File: src/hdl/kvlt_pkg.sv
// Shared types and constants for the keyframe vec3 lerp track.
// Holds the channel word structs, command and status codes, and datapath widths.
// No dependencies.
package kvlt_pkg;

  localparam int FRAME_W = 16;
  localparam int FRAC_W  = 8;
  localparam int POS_W   = FRAME_W + FRAC_W;
  localparam int VAL_W   = 32;
  localparam int W_BITS  = 16;

  localparam logic CMD_ADD   = 1'b0;
  localparam logic CMD_QUERY = 1'b1;

  localparam logic [1:0] ST_OK    = 2'd0;
  localparam logic [1:0] ST_FULL  = 2'd1;
  localparam logic [1:0] ST_ORDER = 2'd2;

  typedef struct packed {
    logic                    cmd;
    logic [POS_W-1:0]        frame_pos;
    logic signed [VAL_W-1:0] value_x;
    logic signed [VAL_W-1:0] value_y;
    logic signed [VAL_W-1:0] value_z;
  } in_word_t;

  typedef struct packed {
    logic [1:0]              status;
    logic signed [VAL_W-1:0] out_x;
    logic signed [VAL_W-1:0] out_y;
    logic signed [VAL_W-1:0] out_z;
  } out_word_t;

  typedef struct packed {
    logic start;
    logic step;
  } div_ctl_t;

  typedef struct packed {
    logic load;
    logic step;
    logic w_bit;
  } lerp_ctl_t;

endpackage

File: src/hdl/kvlt_lerp.sv
// One axis of the lerp: a + floor((b - a) * w / 65536) by serial shift-add.
// Takes one weight bit per step, least significant first.
// Depends on kvlt_pkg.
module kvlt_lerp (
  input  logic                              clk,
  input  kvlt_pkg::lerp_ctl_t               ctl,
  input  logic signed [kvlt_pkg::VAL_W-1:0] a_in,
  input  logic signed [kvlt_pkg::VAL_W-1:0] b_in,
  output logic signed [kvlt_pkg::VAL_W-1:0] result
);

  localparam int D_W   = kvlt_pkg::VAL_W + 1;
  localparam int ACC_W = kvlt_pkg::VAL_W + 3;

  logic signed [kvlt_pkg::VAL_W-1:0] a_r;
  logic signed [D_W-1:0]             d_r;
  logic signed [ACC_W-1:0]           acc_r;
  logic signed [ACC_W-1:0]           sum;

  assign sum = acc_r + (ctl.w_bit ? ACC_W'(d_r) : ACC_W'(0));

  always_ff @(posedge clk) begin
    if (ctl.load) begin
      a_r   <= a_in;
      d_r   <= D_W'(b_in) - D_W'(a_in);
      acc_r <= '0;
    end else if (ctl.step) begin
      acc_r <= sum >>> 1;
    end
  end

  assign result = a_r + acc_r[kvlt_pkg::VAL_W-1:0];

endmodule

File: config.mk
export PLATFORM = sky130hd
export DESIGN_NAME = kvlt_lerp
export DESIGN_NICKNAME = d
export VERILOG_FILES = /design/src/hdl/kvlt_pkg.sv /design/src/hdl/kvlt_lerp.sv
export SDC_FILE = /design/constraint.sdc
export NUM_CORES = 1
export LEC_CHECK = 0
export BUFFER_PORTS_ARGS = -buffer_cell sky130_fd_sc_hd__buf_4
export CAP_MARGIN = 20
export CORE_ASPECT_RATIO = 0.9
export CORE_MARGIN = 4
export CORE_UTILIZATION = 55
export CTS_CLUSTER_DIAMETER = 80
export DETAILED_ROUTE_END_ITERATION = 10
export HOLD_SLACK_MARGIN = 0.03
export PLACE_DENSITY = 0.76
export SYNTH_ARGS = -nofsm -noshare
export SYNTH_HDL_FRONTEND = slang
export SYNTH_SLANG_ARGS = --single-unit
File: constraint.sdc
create_clock -name clk -period 5.21 [get_ports clk]
set_input_delay 1.563 -clock clk [delete_from_list [all_inputs] [get_ports clk]]
set_output_delay 1.563 -clock clk [all_outputs]
set_load 0.1 [all_outputs]
==> reports/results.txt <==
R2R Path Start: d_r[17]
CTS Sinks: 99
DP HPWL: 17.1 mm
Share of cells above drive strength 1: 0.136
Post-Synth Simple-Gate Area: 0.187
DP Cell Count: 1252
CP endpoint kind: primary output
Worst Reg-to-Reg Cells: 11
Vias post-DR: 7401
Initial Util: 0.559
Clk Latency, worst-skew pair: 0.35 ns
Synthesized instance count: 979
Clock power frac: 0.185
I/O pins: 100
Max Slew Vio Count: 0
DIE WIDTH: 140 um
Post-synthesis sequential area ratio: 0.306
Hold-fix buffers, CTS: 0
Setup TNS Final: 0 ns
Nets: 1228
Gr usage total: 0.238
Warnings from Yosys: 0
Antenna violations before repair: 0
Share of the synthesized area in the top cell type: 0.227
Num rows: 43
Multiplexer area fraction after synthesis: 0.0105
Critical Path Source: a_r[0]
Reg-to-reg slack, setup: 2.15 ns
Final period utilization: 0.960
Congestion Overflow GR: 0
Worst path cell trace: ha_1 -> fa_1 -> a21o_1 -> a21oi_2 -> nand2b_4 -> a211oi_1 -> o311ai_1 -> buf_4 -> a21oi_1 -> or3_1 -> a21oi_1 -> xnor2_1 -> buf_6
Final min period: 5.00 ns
CP top delay family: compound AO/OA/AOI/OAI gates
Clk slew on worst S/H paths: 0.06 ns
Dominant cell type by area after synthesis: edfxtp_1
Port bufs: 99
DP Worst Slack: 0.467 ns
Largest net degree at the start of global routing: 61
Via-to-Cell Ratio: 5.84
Netlist cell types: 74
CTS Buf Count: 9
Area grow syn2layout: 14.1%
Comb pwr share: 0.509
Total power: 3.29 mW
Arr. time, crit path: 3.44 ns
Post-synth EDFFs: 65
Top_reg_cell synth: edfxtp_1
Max Cap Viol: 0
Async set or reset register ratio after synthesis: 0
Postcts setup bufs: 0
ANT nets after route: 0
CTS Buffer Depth: 2
Total power divided by cell area: 336 mW/mm^2
CP Depth: 13
Total Wirelength: 21.0 mm
Skew final: 0.0101 ns
CP Max Fanout: 3
VDD IR-drop max: 0.272 mV
Die H: 127 um
Synth top area cells: edfxtp_1 (23%), ha_1 (14%), dfxtp_1 (7.9%)
Sequential Power Share: 0.306
Max incr delay on CP: 0.42 ns
Final Hold Viols: 0
Switching Share: 0.452
CTS root buf: clkbuf_16
Final hold slack: 0.503 ns
Max frequency: 200 MHz
Starting DRC count in detailed routing: 539
Critical Path Source Type: flip-flop
RSZ-0062 raised after global routing: false
Int Pwr: 1.80 mW
Worst setup endpoint: result[30]
Hold Path Class: reg -> reg
Post-Syn Nets: 1146
Buf+Inv Stages, Crit Path: 2
Top-count cell post-synth: ha_1
Vias in the first global route: 6913
Status: finished, final reports clean
Xor/xnor share of the synthesized area: 0.0673
Final WS setup: 0.208 ns
Core Area: 0.0154 sq mm
H-tree Lvls: 3
Pre-Repair DR Iteration Count: 5
Global-route wire length before repair: 34.9 mm
Drt wl/cell: 16.6 um
# DRC: 0
Critical path class: reg -> out
Endpoint of the most critical register-to-register path: acc_r[31]
Post-synthesis compound-gate area fraction: 0.242
Synthesized area: 0.00859 sq mm
Net switching power: 1.49 mW
Yosys reg bits: 99
CTS tree: yes
Worst path required time: 3.65 ns
Placer Congestion: 0.925
Leakage: 4.55 nW
Most frequent CP cell: a21oi_1
Largest family of logic cells by synthesized area: compound AO/OA/AOI/OAI gates
Synth Area in Adders: 0.147
Slowest cell on the critical path: fa_1
Slew HR: 0.544
# setup viols final: 0
Worst Tran Pin Value: 0.667 ns
Syn avg cell area: 8.78 sq um
Post-Layout Cell Count: 1267
ANT cells: 0
Die Area: 0.0177 sq mm
Commonest cells post-synth: ha_1 (96), a21oi_1 (90), edfxtp_1 (65), nand2_1 (64), nor2_1 (63)
[what timing repair did]
action                                  4_1_cts  5_1_grt
endpoints found under the setup margin        0        3
endpoints found under the hold margin         0        0
resized for setup                             0        4
[cells by family (layout without fill, tap and decap cells)]
group                      after synthesis  after routing
buffers and inverters                   91            177
xor gates and xnor gates                66             66
DFF                                     99             99
AOI/OAI and AO/OA                      305            305
muxes                                    9              9
adders and majority gates               99             99
and+or+nand+nor                        310            310
[sequential cells by signal, summed over array words and instances, names as in the netlist]
signal,cells
a_r,32
acc_r,34
d_r,33
[stage by stage]
step / area (sq um) / utilization
after floorplan: 8610 / -
after global placement: 9520 / 0.618
after detailed placement: 9520 / 0.618
after CTS: 9790 / 0.636
after global routing: 9800 / 0.637
final: 9800 / 0.637
[cell type report]
cell class              count  area [sq um]
inverters                  60           225
clock inverters             5          30.0
repair buffers            102           773
multi-input cells         789          5650
flip-flops and latches     99          2630
fillers                  1370          5580
well taps                 202           253
clock buffers              10           239
[placed cells by master (no fill, tap or decap), types with 5 or more instances in the layout]
| cell | synthesis | routed |
|---|---|---|
| buf_4 | 0 | 100 |
| ha_1 | 96 | 96 |
| a21oi_1 | 90 | 89 |
| edfxtp_1 | 65 | 65 |
| nand2_1 | 64 | 64 |
| nor2_1 | 63 | 63 |
| inv_1 | 59 | 59 |
| a21o_1 | 50 | 50 |
| o21ai_0 | 44 | 44 |
| xnor2_1 | 44 | 43 |
| and2_1 | 39 | 39 |
| dfxtp_1 | 34 | 34 |
| nor3_1 | 28 | 28 |
| nand3_1 | 23 | 23 |
| xor2_1 | 22 | 21 |
| nor2b_1 | 16 | 16 |
| nand4_1 | 14 | 14 |
| o21a_1 | 12 | 12 |
| and3_1 | 11 | 11 |
| o21bai_1 | 11 | 11 |
| a211oi_1 | 12 | 11 |
| nand2b_1 | 12 | 11 |
| a31oi_1 | 10 | 10 |
| or3_1 | 10 | 10 |
| nand3b_1 | 10 | 10 |
| mux2i_1 | 9 | 9 |
| clkbuf_16 | 0 | 9 |
| o21ai_1 | 8 | 8 |
| o211ai_1 | 5 | 5 |
[worst min-delay path by stage]
stage	cells past startpoint	endpoint	from	slack (ns)
finish	2	acc_r[9]	acc_r[9]	0.50
global route	2	acc_r[25]	acc_r[25]	0.54
CTS	2	acc_r[9]	acc_r[9]	0.51
detailed placement	2	acc_r[9]	acc_r[9]	0.50
global placement	2	acc_r[25]	acc_r[25]	0.48
floorplan	2	acc_r[22]	acc_r[22]	0.46
[power by group through the flow]
stage                     registers, mW  logic (mW)  clock network (mW)
final                              1.01        1.68               0.608
after global routing               1.02        1.81               0.645
after CTS                          1.01        1.67               0.614
after detailed placement           1.02        1.66                   0
after global placement             1.02        1.65                   0
after floorplan                   0.994        1.33                   0
[worst reg2reg max path: stages (launching register included)]
cell	delay, ns
edfxtp_1	0.37
and2_1	0.19
ha_1	0.38
a211oi_2	0.25
o21bai_1	0.13
or3_1	0.33
a221oi_2	0.40
o21ai_1	0.16
o211a_1	0.28
nor2_2	0.11
o21ai_1	0.11
a211o_1	0.26
[routing by layer]
| layer | share of wire | vias up | global-route usage |
|---|---|---|---|
| met2 | 0.39 | 284 | 0.328 |
| met1 | 0.50 | 3318 | 0.393 |
| met4 | 0.012 | 0 | 0.0547 |
| li1 | - | 3781 | - |
| met3 | 0.097 | 18 | 0.0268 |
| met5 | 0 | - | 0 |
No activity file was read; power rests on OpenSTA's default activity.
