File: src/hdl/kvlt_pkg.sv
// Shared types and constants for the keyframe vec3 lerp track.
// Holds the channel word structs, command and status codes, and datapath widths.
// No dependencies.
package kvlt_pkg;

  localparam int FRAME_W = 16;
  localparam int FRAC_W  = 8;
  localparam int POS_W   = FRAME_W + FRAC_W;
  localparam int VAL_W   = 32;
  localparam int W_BITS  = 16;

  localparam logic CMD_ADD   = 1'b0;
  localparam logic CMD_QUERY = 1'b1;

  localparam logic [1:0] ST_OK    = 2'd0;
  localparam logic [1:0] ST_FULL  = 2'd1;
  localparam logic [1:0] ST_ORDER = 2'd2;

  typedef struct packed {
    logic                    cmd;
    logic [POS_W-1:0]        frame_pos;
    logic signed [VAL_W-1:0] value_x;
    logic signed [VAL_W-1:0] value_y;
    logic signed [VAL_W-1:0] value_z;
  } in_word_t;

  typedef struct packed {
    logic [1:0]              status;
    logic signed [VAL_W-1:0] out_x;
    logic signed [VAL_W-1:0] out_y;
    logic signed [VAL_W-1:0] out_z;
  } out_word_t;

  typedef struct packed {
    logic start;
    logic step;
  } div_ctl_t;

  typedef struct packed {
    logic load;
    logic step;
    logic w_bit;
  } lerp_ctl_t;

endpackage

File: src/hdl/kvlt_div.sv
// Bit-serial restoring divider producing the Q0.16 interpolation weight.
// One quotient bit per step; the caller sequences the steps.
// Depends on kvlt_pkg.
module kvlt_div (
  input  logic                        clk,
  input  kvlt_pkg::div_ctl_t          ctl,
  input  logic [kvlt_pkg::POS_W-1:0]  num,
  input  logic [kvlt_pkg::POS_W-1:0]  den,
  output logic [kvlt_pkg::W_BITS-1:0] quo
);

  logic [kvlt_pkg::POS_W-1:0]  rem_r;
  logic [kvlt_pkg::POS_W-1:0]  den_r;
  logic [kvlt_pkg::W_BITS-1:0] quo_r;
  logic [kvlt_pkg::POS_W:0]    trial;
  logic [kvlt_pkg::POS_W:0]    diff;
  logic                        ge;

  assign trial = {rem_r, 1'b0};
  assign ge    = trial >= {1'b0, den_r};
  assign diff  = trial - {1'b0, den_r};

  always_ff @(posedge clk) begin
    if (ctl.start) begin
      rem_r <= num;
      den_r <= den;
      quo_r <= '0;
    end else if (ctl.step) begin
      rem_r <= ge ? diff[kvlt_pkg::POS_W-1:0] : trial[kvlt_pkg::POS_W-1:0];
      quo_r <= {quo_r[kvlt_pkg::W_BITS-2:0], ge};
    end
  end

  assign quo = quo_r;

endmodule

File: config.mk
export PLATFORM = sky130hd
export DESIGN_NAME = kvlt_div
export DESIGN_NICKNAME = d
export VERILOG_FILES = /design/src/hdl/kvlt_pkg.sv /design/src/hdl/kvlt_div.sv
export SDC_FILE = /design/constraint.sdc
export NUM_CORES = 1
export LEC_CHECK = 0
export BUFFER_PORTS_ARGS = -buffer_cell sky130_fd_sc_hd__buf_4
export CAP_MARGIN = 10
export CORE_ASPECT_RATIO = 0.8
export CORE_MARGIN = 1.5
export CORE_UTILIZATION = 56
export DETAILED_ROUTE_END_ITERATION = 10
export PLACE_DENSITY = 0.8
export SYNTH_ARGS = -nofsm -noshare
export SYNTH_HDL_FRONTEND = slang
export SYNTH_SLANG_ARGS = --single-unit
File: constraint.sdc
create_clock -name clk -period 3.5 [get_ports clk]
set_input_delay 0.7 -clock clk [delete_from_list [all_inputs] [get_ports clk]]
set_output_delay 0.7 -clock clk [all_outputs]
set_load 0.01 [all_outputs]
==> results.sh, run 1 <==
export IMPL_status="complete, no violations"
export IMPL_ctsResizeCount=0
export IMPL_cp_cell_sequence="ha_1 > a21o_1 > a221oi_2 > nand2_1 > o221ai_4 > o21ai_2 > o31ai_4 > buf_4 > nor2_1 > a211oi_2 > a21oi_1"
export IMPL_dp_cells=510
export IMPL_clock_latency_ns=0.35
export IMPL_io_buffers=66
export IMPL_rr_worst_depth=11
export IMPL_r2r_start="rem_r[6]$_DFFE_PP_"
export IMPL_yosysWarnings=0
export IMPL_cp_start_kind="register"
export IMPL_async_flop_share_pct=0
export IMPL_cts_htree_levels=3
export IMPL_r2r_end="rem_r[7]$_DFFE_PP_"
export IMPL_layout_common_cells="buf_4, edfxtp_1, nor2_1, a21oi_1, inv_1"
export IMPL_fill_cells=498
export IMPL_gp_congestion=0.945
export IMPL_grt_pass1_vias=2821
export IMPL_drcViolationCount=0
export IMPL_viasPerCell=5.67
export IMPL_setup_violations=0
export IMPL_ys_seq_area_share_pct=46.3
export IMPL_endpoint_kind="register"
export IMPL_met2_wirelength_um=3880
export IMPL_p_leak_nw=2.04
export IMPL_clkSinkCount=64
export IMPL_post_cts_buffers=0
export IMPL_arrival_ns=3.16
export IMPL_path_depth=11
export IMPL_synth_area_sq_um=3810
export IMPL_cp_max_fo=22
export IMPL_pwr_density_cell_nw_per_um2=756
export IMPL_ios=67
export IMPL_design_die_area_sq_um=7310
export IMPL_irDropWorstVdd_mv=0.388
export IMPL_final_area_sq_um=4550
export IMPL_overflow=0
export IMPL_syn_avg_cell_area_sq_um=10.2
export IMPL_synth_cells=373
export IMPL_dr_wl_met3_um=372
export IMPL_synth_edf_count=48
export IMPL_maxCapViolCount=0
export IMPL_max_slew_margin_pct=56.5
export IMPL_grt_max_degree=37
export IMPL_cts_root_buffer="clkbuf_8"
export IMPL_wl_per_cell_um=15.2
export IMPL_vias=2982
export IMPL_grt_use_total_pct=22.6
export IMPL_synthDistinctLibCells=53
export IMPL_drtIter0Drc=152
export IMPL_fp_dieH_um=76.8
export IMPL_cp_startpoint="rem_r[6]$_DFFE_PP_"
export IMPL_period_needed_ns=3.08
export IMPL_worstSetupPathType="register to register"
export IMPL_cts_tree="done"
export IMPL_cp_num_buf_inv=1
export IMPL_min_path_type="register to register"
export IMPL_initial_core_util_pct=58.8
export IMPL_grt_pass1_wl_um=12700
export IMPL_drt_pass1_iterations=6
export IMPL_setup_tns_final_ns=0
export IMPL_wl_met1_um=3650
export IMPL_dp_hpwl_um=5720
export IMPL_area_growth_pct=19.4
export IMPL_slew_viol_final=0
export IMPL_postCtsHoldBufs=0
export IMPL_syn_num_nets=449
export IMPL_ys_ff_latch=64
export IMPL_fin_cells=526
export IMPL_worst_pin_slew_ns=0.652
export IMPL_critical_path_slowest_cell="edfxtp_1"
export IMPL_antenna_found_initial=0
export IMPL_synthFlopType="edfxtp_1"
export IMPL_required_ns=3.58
export IMPL_placed_cell_area_sq_um=4350
export IMPL_antenna_left=0
export IMPL_worst_r2r_setup_slack_ns=0.42
export IMPL_drive_gt1_share_pct=21.9
export IMPL_cts_buffer_depth=2
export IMPL_core_sq_um=6470
export IMPL_critPathMaxStageDelay_ns=0.42
export IMPL_clock_skew_final_ns=0.00788
export IMPL_rsz0062_at_grt="false"
export IMPL_wl_um=8010
export IMPL_max_clock_freq_mhz=325
export IMPL_highest_layer="met4"
export IMPL_die_x_um=95.2
export IMPL_endpoint="rem_r[7]$_DFFE_PP_"
export IMPL_finalCritPeriodShare_pct=87.9
export IMPL_final_common_cell="buf_4"
export IMPL_path_clk_slew_ns=0.08
export IMPL_final_hold_viol_count=0
export IMPL_antenna_cells=0
export IMPL_cp_top_family="compound AO/OA/AOI/OAI gates"
export IMPL_cts_made_buffers=9
export IMPL_layout_nets=513
export IMPL_placementRows=26
==> logic make-up (layout without fill, tap and decap cells) <==
kind of cell / Yosys count / in the layout / synth area share [%]
xor+xnor: 18 / 18 / 4.14
simple gates: 92 / 92 / 11.2
compound gates: 108 / 108 / 19.2
fa+ha+maj: 25 / 25 / 8.41
flops: 64 / 64 / 46.3
buf+inv: 45 / 114 / 5.22
mux: 21 / 21 / 5.55
==> registers in the layout, indices dropped and copies added (netlist names) <==
signal  flops
den_r      24
quo        16
rem_r      24
==> metrics by stage <==
stage / total power, mW / setup slack, ns / hold WS (ns) / util (%)
6_report: 3.44 / 0.423 / 0.505 / 70.2
5_1_grt: 3.68 / 0.250 / 0.503 / 70.2
4_1_cts: 3.44 / 0.451 / 0.505 / 70.2
3_5_place_dp: 2.77 / 0.492 / 0.488 / 67.1
3_3_place_gp: 2.71 / 0.546 / 0.477 / 67.1
2_1_floorplan: 2.47 / 0.719 / 0.516 / -
==> layout make-up <==
| cell class | count | area [sq um] | share of cell area, % |
|---|---|---|---|
| multi-input cells | 264 | 1850 | 40.6 |
| flip-flops and latches | 64 | 1760 | 38.7 |
| repair buffers | 70 | 526 | 11.6 |
| clock buffers | 9 | 124 | 2.72 |
| inverters | 28 | 105 | 2.31 |
| well taps | 84 | 105 | 2.31 |
| clock inverters | 7 | 77.6 | 1.71 |
==> power breakdown <==
part           leakage [nW]  internal (mW)  total, mW  switching (mW)
clock network         0.101          0.336      0.652           0.316
registers             0.607           1.01       1.10          0.0881
logic                  1.33          0.736       1.69           0.951
==> tightest hold or removal path: stages, from the launching register on <==
cell and delay, ns:
dfxtp_1 0.34, mux2i_1 0.06, nor2_1 0.07
==> worst min path at each step <==
| stage | from | endpoint | slack (ns) | cells past startpoint |
|---|---|---|---|---|
| final | quo[15]$_SDFFE_PP0P_ | quo[15]$_SDFFE_PP0P_ | 0.50 | 2 |
| after global routing | den[3] | den_r[3]$_DFFE_PP_ | 0.50 | 1 |
| after CTS | den[0] | den_r[0]$_DFFE_PP_ | 0.51 | 1 |
| after detailed placement | quo[15]$_SDFFE_PP0P_ | quo[15]$_SDFFE_PP0P_ | 0.49 | 2 |
| after global placement | quo[15]$_SDFFE_PP0P_ | quo[15]$_SDFFE_PP0P_ | 0.48 | 2 |
| after floorplan | quo[0]$_SDFFE_PP0P_ | quo[0]$_SDFFE_PP0P_ | 0.52 | 2 |
==> synth_stat cells, types with 8 or more instances <==
| cell | instances | area, sq um |
|---|---|---|
| xnor2_1 | 8 | 70.1 |
| a21o_1 | 13 | 97.6 |
| nand2_1 | 19 | 71.3 |
| ha_1 | 24 | 300 |
| nor2_1 | 43 | 161 |
| edfxtp_1 | 48 | 1440 |
| a21oi_1 | 41 | 205 |
| clkbuf_1 | 11 | 41.3 |
| mux2i_1 | 20 | 200 |
| dfxtp_1 | 16 | 320 |
| inv_1 | 28 | 105 |
| xor2_1 | 10 | 87.6 |
| o21ai_0 | 16 | 80.1 |
==> layer usage <==
metal	global-route usage (%)	up-vias
met5	0	-
met4	7.61	0
met3	5.85	11
met2	35.6	81
met1	29.9	1412
li1	-	1478
(Power assumes the default switching activity.)
==> inputs of run 2 (changes only) <==
--- a/config.mk
+++ b/config.mk
@@ -5,13 +5,14 @@
 export SDC_FILE = /design/constraint.sdc
 export NUM_CORES = 1
 export LEC_CHECK = 0
+export ABC_AREA = 1
 export BUFFER_PORTS_ARGS = -buffer_cell sky130_fd_sc_hd__buf_4
 export CAP_MARGIN = 10
 export CORE_ASPECT_RATIO = 0.8
 export CORE_MARGIN = 1.5
-export CORE_UTILIZATION = 56
+export CORE_UTILIZATION = 58
 export DETAILED_ROUTE_END_ITERATION = 10
-export PLACE_DENSITY = 0.8
+export PLACE_DENSITY = 0.81
 export SYNTH_ARGS = -nofsm -noshare
 export SYNTH_HDL_FRONTEND = slang
 export SYNTH_SLANG_ARGS = --single-unit
==> results.sh, run 2 <==
export IMPL_status="complete, no violations"
export IMPL_drtIter0Drc=275
export IMPL_slew_viol_final=0
export IMPL_cp_startpoint="rem_r[21]$_DFFE_PP_"
export IMPL_pwr_density_cell_nw_per_um2=582
export IMPL_initial_core_util_pct=60.2
export IMPL_synth_area_sq_um=4490
export IMPL_cts_htree_levels=3
export IMPL_cts_made_buffers=9
export IMPL_endpoint="rem_r[11]$_DFFE_PP_"
export IMPL_irDropWorstVdd_mv=0.305
export IMPL_worst_pin_slew_ns=0.932
export IMPL_max_slew_margin_pct=37.9
export IMPL_viasPerCell=5.24
export IMPL_grt_use_total_pct=30.4
export IMPL_layout_nets=768
export IMPL_post_cts_buffers=0
export IMPL_yosys_area_top_type_share_pct=32.1
export IMPL_cts_root_buffer="clkbuf_8"
export IMPL_yosys_top_cells_area="edfxtp_1, nand2_1, inv_1, dfxtp_1, ha_1"
export IMPL_r2r_end="rem_r[11]$_DFFE_PP_"
export IMPL_synthFlopType="edfxtp_1"
export IMPL_wl_per_cell_um=14.6
export IMPL_clkSinkCount=64
export IMPL_grt_pass1_vias=3972
export IMPL_antenna_found_initial=0
export IMPL_drcViolationCount=0
export IMPL_postCtsHoldBufs=0
export IMPL_synth_edf_count=48
export IMPL_wl_um=11700
export IMPL_overflow=0
export IMPL_worst_r2r_setup_slack_ns=0.75
export IMPL_ctsResizeCount=0
export IMPL_fill_cells=624
export IMPL_synthDistinctLibCells=35
export IMPL_maxCapViolCount=0
export IMPL_io_buffers=66
export IMPL_period_needed_ns=2.75
export IMPL_grt_max_degree=41
export IMPL_ios=67
export IMPL_clock_latency_ns=0.35
export IMPL_synth_most_common_cell="nand2_1"
export IMPL_setup_tns_final_ns=0
export IMPL_gp_congestion=0.957
export IMPL_synthTopCellsByCount="nand2_1, inv_1, nand3_1, edfxtp_1, nor2_1"
export IMPL_setup_violations=0
export IMPL_r2r_start="rem_r[21]$_DFFE_PP_"
export IMPL_ys_ff_latch=64
export IMPL_endpoint_kind="register"
export IMPL_antenna_left=0
export IMPL_cp_max_fo=25
export IMPL_placementRows=28
export IMPL_finalCritPeriodShare_pct=78.5
export IMPL_required_ns=3.62
export IMPL_ys_seq_area_share_pct=39.2
export IMPL_drt_pass1_iterations=5
export IMPL_syn_avg_cell_area_sq_um=7.18
export IMPL_synth_top_area_cell="edfxtp_1"
export IMPL_async_flop_share_pct=0
export IMPL_grt_pass1_wl_um=18900
export IMPL_fp_dieH_um=81.7
export IMPL_max_clock_freq_mhz=364
export IMPL_antenna_cells=0
export IMPL_clock_skew_final_ns=0.0150
export IMPL_design_die_area_sq_um=8280
export IMPL_path_clk_slew_ns=0.09
export IMPL_final_common_cell="nand2_1"
export IMPL_cp_start_kind="register"
export IMPL_cts_buffer_depth=2
export IMPL_die_x_um=101
export IMPL_core_sq_um=7460
export IMPL_drive_gt1_share_pct=14.8
export IMPL_yosysWarnings=0
export IMPL_rr_worst_depth=9
export IMPL_syn_num_nets=701
export IMPL_final_hold_viol_count=0
export IMPL_cts_tree="done"
export IMPL_vias=4200
export IMPL_finish_utilization_pct=70.8
export IMPL_layout_common_cells="nand2_1, inv_1, buf_4, nand3_1, edfxtp_1"
export IMPL_worstSetupPathType="register to register"
export IMPL_area_growth_pct=17.7
export IMPL_dp_hpwl_um=8730
export IMPL_synth_cells=625
export IMPL_arrival_ns=2.87
export IMPL_min_path_type="register to register"
export IMPL_rsz0062_at_grt="false"
export IMPL_p_leak_nw=2.74
## run 2: changes by cell type after synthesis, sizes merged, moves of 20 or more
cell / change
a21oi: -25
inv: +94
mux2i: -20
nand2: +209
nand3: +51
nand3b: +22
## run 2: critical path: stages (launching register included)
cell      delay, ns
edfxtp_1       0.45
ha_1           0.50
nand2_1        0.13
nor2_1         0.17
nand2_1        0.10
nand3b_4       0.41
nand2_4        0.42
o21ai_0        0.16
nand3_1        0.09
nand2_1        0.06
## run 2: cell families after synthesis
group                    Yosys count  synth area share [%]
AO/OA/AOI/OAI                     37                  4.76
XOR/XNOR                           9                  1.76
adder cells (fa/ha/maj)           25                  7.13
buffers and inverters            139                  12.3
flip-flops                        64                  39.2
AND/OR/NAND/NOR                  351                  34.9
## run 2: cell type report
class | instances | area, sq um | area share, %
clock buffer | 10 | 149 | 2.82
clock inverter | 6 | 71.3 | 1.35
inverter | 125 | 469 | 8.88
multi-input combinational | 422 | 2180 | 41.2
sequential | 64 | 1760 | 33.3
tap | 105 | 131 | 2.49
timing repair buffer | 70 | 526 | 9.94
## run 2: worst min-delay path by stage
stage                         start              endpoint  slack (ns)  cells past startpoint
2_1_floorplan  quo[15]$_SDFFE_PP0P_  quo[15]$_SDFFE_PP0P_        0.49                      2
3_3_place_gp   quo[15]$_SDFFE_PP0P_  quo[15]$_SDFFE_PP0P_        0.46                      2
3_5_place_dp   quo[15]$_SDFFE_PP0P_  quo[15]$_SDFFE_PP0P_        0.45                      2
4_1_cts        quo[15]$_SDFFE_PP0P_  quo[15]$_SDFFE_PP0P_        0.47                      2
5_1_grt        quo[15]$_SDFFE_PP0P_  quo[15]$_SDFFE_PP0P_        0.49                      2
6_report       quo[15]$_SDFFE_PP0P_  quo[15]$_SDFFE_PP0P_        0.48                      2
## run 2: per-layer routing
layer / up-vias / track usage, % / wire (um)
met5: - / 0 / 0
met4: 0 / 10.3 / 214
met3: 22 / 7.23 / 979
met2: 205 / 47.9 / 5160
met1: 1865 / 41.3 / 5380
li1: 2108 / - / -
## run 2: stage by stage
stage	setup slack [ns]	total power, mW	cells	hold slack [ns]	instance area [sq um]
after global placement	0.882	2.30	786	0.456	5070
after detailed placement	0.838	2.33	786	0.454	5070
after CTS	0.801	3.05	802	0.471	5290
final	0.751	3.08	802	0.479	5290
after floorplan	0.945	2.00	625	0.487	4490
after global routing	0.588	3.29	802	0.492	5290
## run 2: where the power goes
part	switching [mW]	leakage [nW]	internal [mW]
registers	0.0547	0.612	0.942
logic	0.873	2.02	0.486
clock network	0.342	0.113	0.380
==> inputs of run 3 (changes only) <==
==> constraint.sdc (replaced) <==
create_clock -name clk -period 2.7 [get_ports clk]
set_input_delay 0.54 -clock clk [delete_from_list [all_inputs] [get_ports clk]]
set_output_delay 0.54 -clock clk [all_outputs]
set_load 0.01 [all_outputs]
==> results.sh, run 3 (synthesis results as in run 2) <==
export IMPL_post_cts_buffers=0
export IMPL_clock_latency_ns=0.35
export IMPL_cts_made_buffers=9
export IMPL_finalCritPeriodShare_pct=92.0
export IMPL_regArea_sq_um=1760
export IMPL_cts_htree_levels=3
export IMPL_layout_common_cells="nand2_1, inv_1, buf_4, nand3_1, edfxtp_1"
export IMPL_drt_pass1_iterations=6
export IMPL_endpoint_kind="register"
export IMPL_grt_use_total_pct=30.1
export IMPL_final_area_sq_um=5330
export IMPL_grt_pass1_wl_um=18700
export IMPL_p_leak_nw=2.77
export IMPL_ios=67
export IMPL_antenna_found_initial=0
export IMPL_worstSetupPathType="register to register"
export IMPL_placed_cell_area_sq_um=5110
export IMPL_fill_cells=628
export IMPL_core_sq_um=7460
export IMPL_max_clock_freq_mhz=403
export IMPL_cts_root_buffer="clkbuf_8"
export IMPL_antenna_left=0
export IMPL_final_common_cell="nand2_1"
export IMPL_grt_pass1_vias=3888
export IMPL_wl_um=11700
export IMPL_setup_violations=0
export IMPL_vias=4150
export IMPL_whs_ns=0.357
export IMPL_dp_hpwl_um=8910
export IMPL_drtIter0Drc=328
export IMPL_min_path_type="primary input to register"
export IMPL_status="complete, no violations"
export IMPL_cp_max_fo=13
export IMPL_path_clk_slew_ns=0.08
export IMPL_maxCapViolCount=0
export IMPL_gp_congestion=0.958
export IMPL_max_slew_margin_pct=68.6
export IMPL_slew_viol_final=0
export IMPL_arrival_ns=2.60
export IMPL_grt_max_degree=30
export IMPL_placementRows=28
export IMPL_pwr_density_cell_nw_per_um2=743
export IMPL_required_ns=2.82
export IMPL_cts_buffer_depth=2
export IMPL_postCtsHoldBufs=0
export IMPL_antenna_cells=0
export IMPL_initial_core_util_pct=60.2
export IMPL_layout_nets=774
export IMPL_viasPerCell=5.14
export IMPL_die_x_um=101
export IMPL_drcViolationCount=0
export IMPL_rsz0062_at_grt="false"
export IMPL_clkSinkCount=64
export IMPL_overflow=0
export IMPL_io_buffers=66
export IMPL_area_growth_pct=18.7
export IMPL_clock_skew_final_ns=0.0121
export IMPL_period_needed_ns=2.48
export IMPL_worst_pin_slew_ns=0.470
export IMPL_fp_dieH_um=81.7
export IMPL_worst_r2r_setup_slack_ns=0.22
export IMPL_final_hold_viol_count=0
export IMPL_design_die_area_sq_um=8280
export IMPL_multi_input_area_sq_um=2180
export IMPL_setup_tns_final_ns=0
export IMPL_irDropWorstVdd_mv=0.467
export IMPL_cts_tree="done"
export IMPL_cp_start_kind="register"
export IMPL_ctsResizeCount=0
export IMPL_drive_gt1_share_pct=15.6
export IMPL_wl_per_cell_um=14.5
==> run 3: layout make-up <==
| cell class | instances | area share (%) |
|---|---|---|
| tap | 105 | 2.47 |
| inverter | 125 | 8.80 |
| clock inverter | 5 | 0.775 |
| clock buffer | 11 | 3.26 |
| timing repair buffer | 76 | 10.7 |
| multi-input combinational | 422 | 40.9 |
| sequential | 64 | 33.1 |
==> run 3: critical path, cell delays in order (launching register included) <==
cell      delay [ns]
edfxtp_1        0.45
ha_2            0.41
nand2_1         0.11
inv_1           0.08
nand2_1         0.10
nor2_2          0.16
nand2_1         0.09
nand3_2         0.08
nor2_4          0.04
buf_4           0.20
nand2_4         0.07
buf_4           0.20
o21ai_0         0.12
nand3_1         0.08
nand2_1         0.05
==> run 3: stage by stage <==
| stage | utilization, % | cells | power, mW | worst slack [ns] |
|---|---|---|---|---|
| after detailed placement | 68.5 | 792 | 3.05 | 0.213 |
| final | 71.4 | 808 | 3.96 | 0.216 |
| after global routing | 71.4 | 808 | 4.23 | 0.000826 |
| after global placement | 68.5 | 792 | 3.01 | 0.244 |
| after CTS | 71.4 | 808 | 3.93 | 0.197 |
| after floorplan | - | 625 | 2.59 | 0.305 |
==> run 3: metal layers <==
metal | global-route usage (%) | vias up | wire, um
li1 | - | 2112 | -
met4 | 9.17 | 0 | 199
met1 | 41.7 | 1818 | 5440
met5 | 0 | - | 0
met3 | 8.00 | 23 | 1110
met2 | 46.2 | 197 | 4940
==> run 3: final timing paths <==
check	from	end	cells past startpoint
max	rem_r[11]$_DFFE_PP_	rem_r[11]$_DFFE_PP_	14
max reg2reg	rem_r[11]$_DFFE_PP_	rem_r[11]$_DFFE_PP_	14
min	den[3]	den_r[3]$_DFFE_PP_	1
min reg2reg	quo[15]$_SDFFE_PP0P_	quo[15]$_SDFFE_PP0P_	2
==> run 3: where the power goes <==
group          internal (mW)  switching (mW)  leakage (nW)
combinational          0.658            1.13          2.04
clock                  0.456           0.430         0.111
sequential              1.22          0.0640         0.612
total                   2.33            1.63          2.77
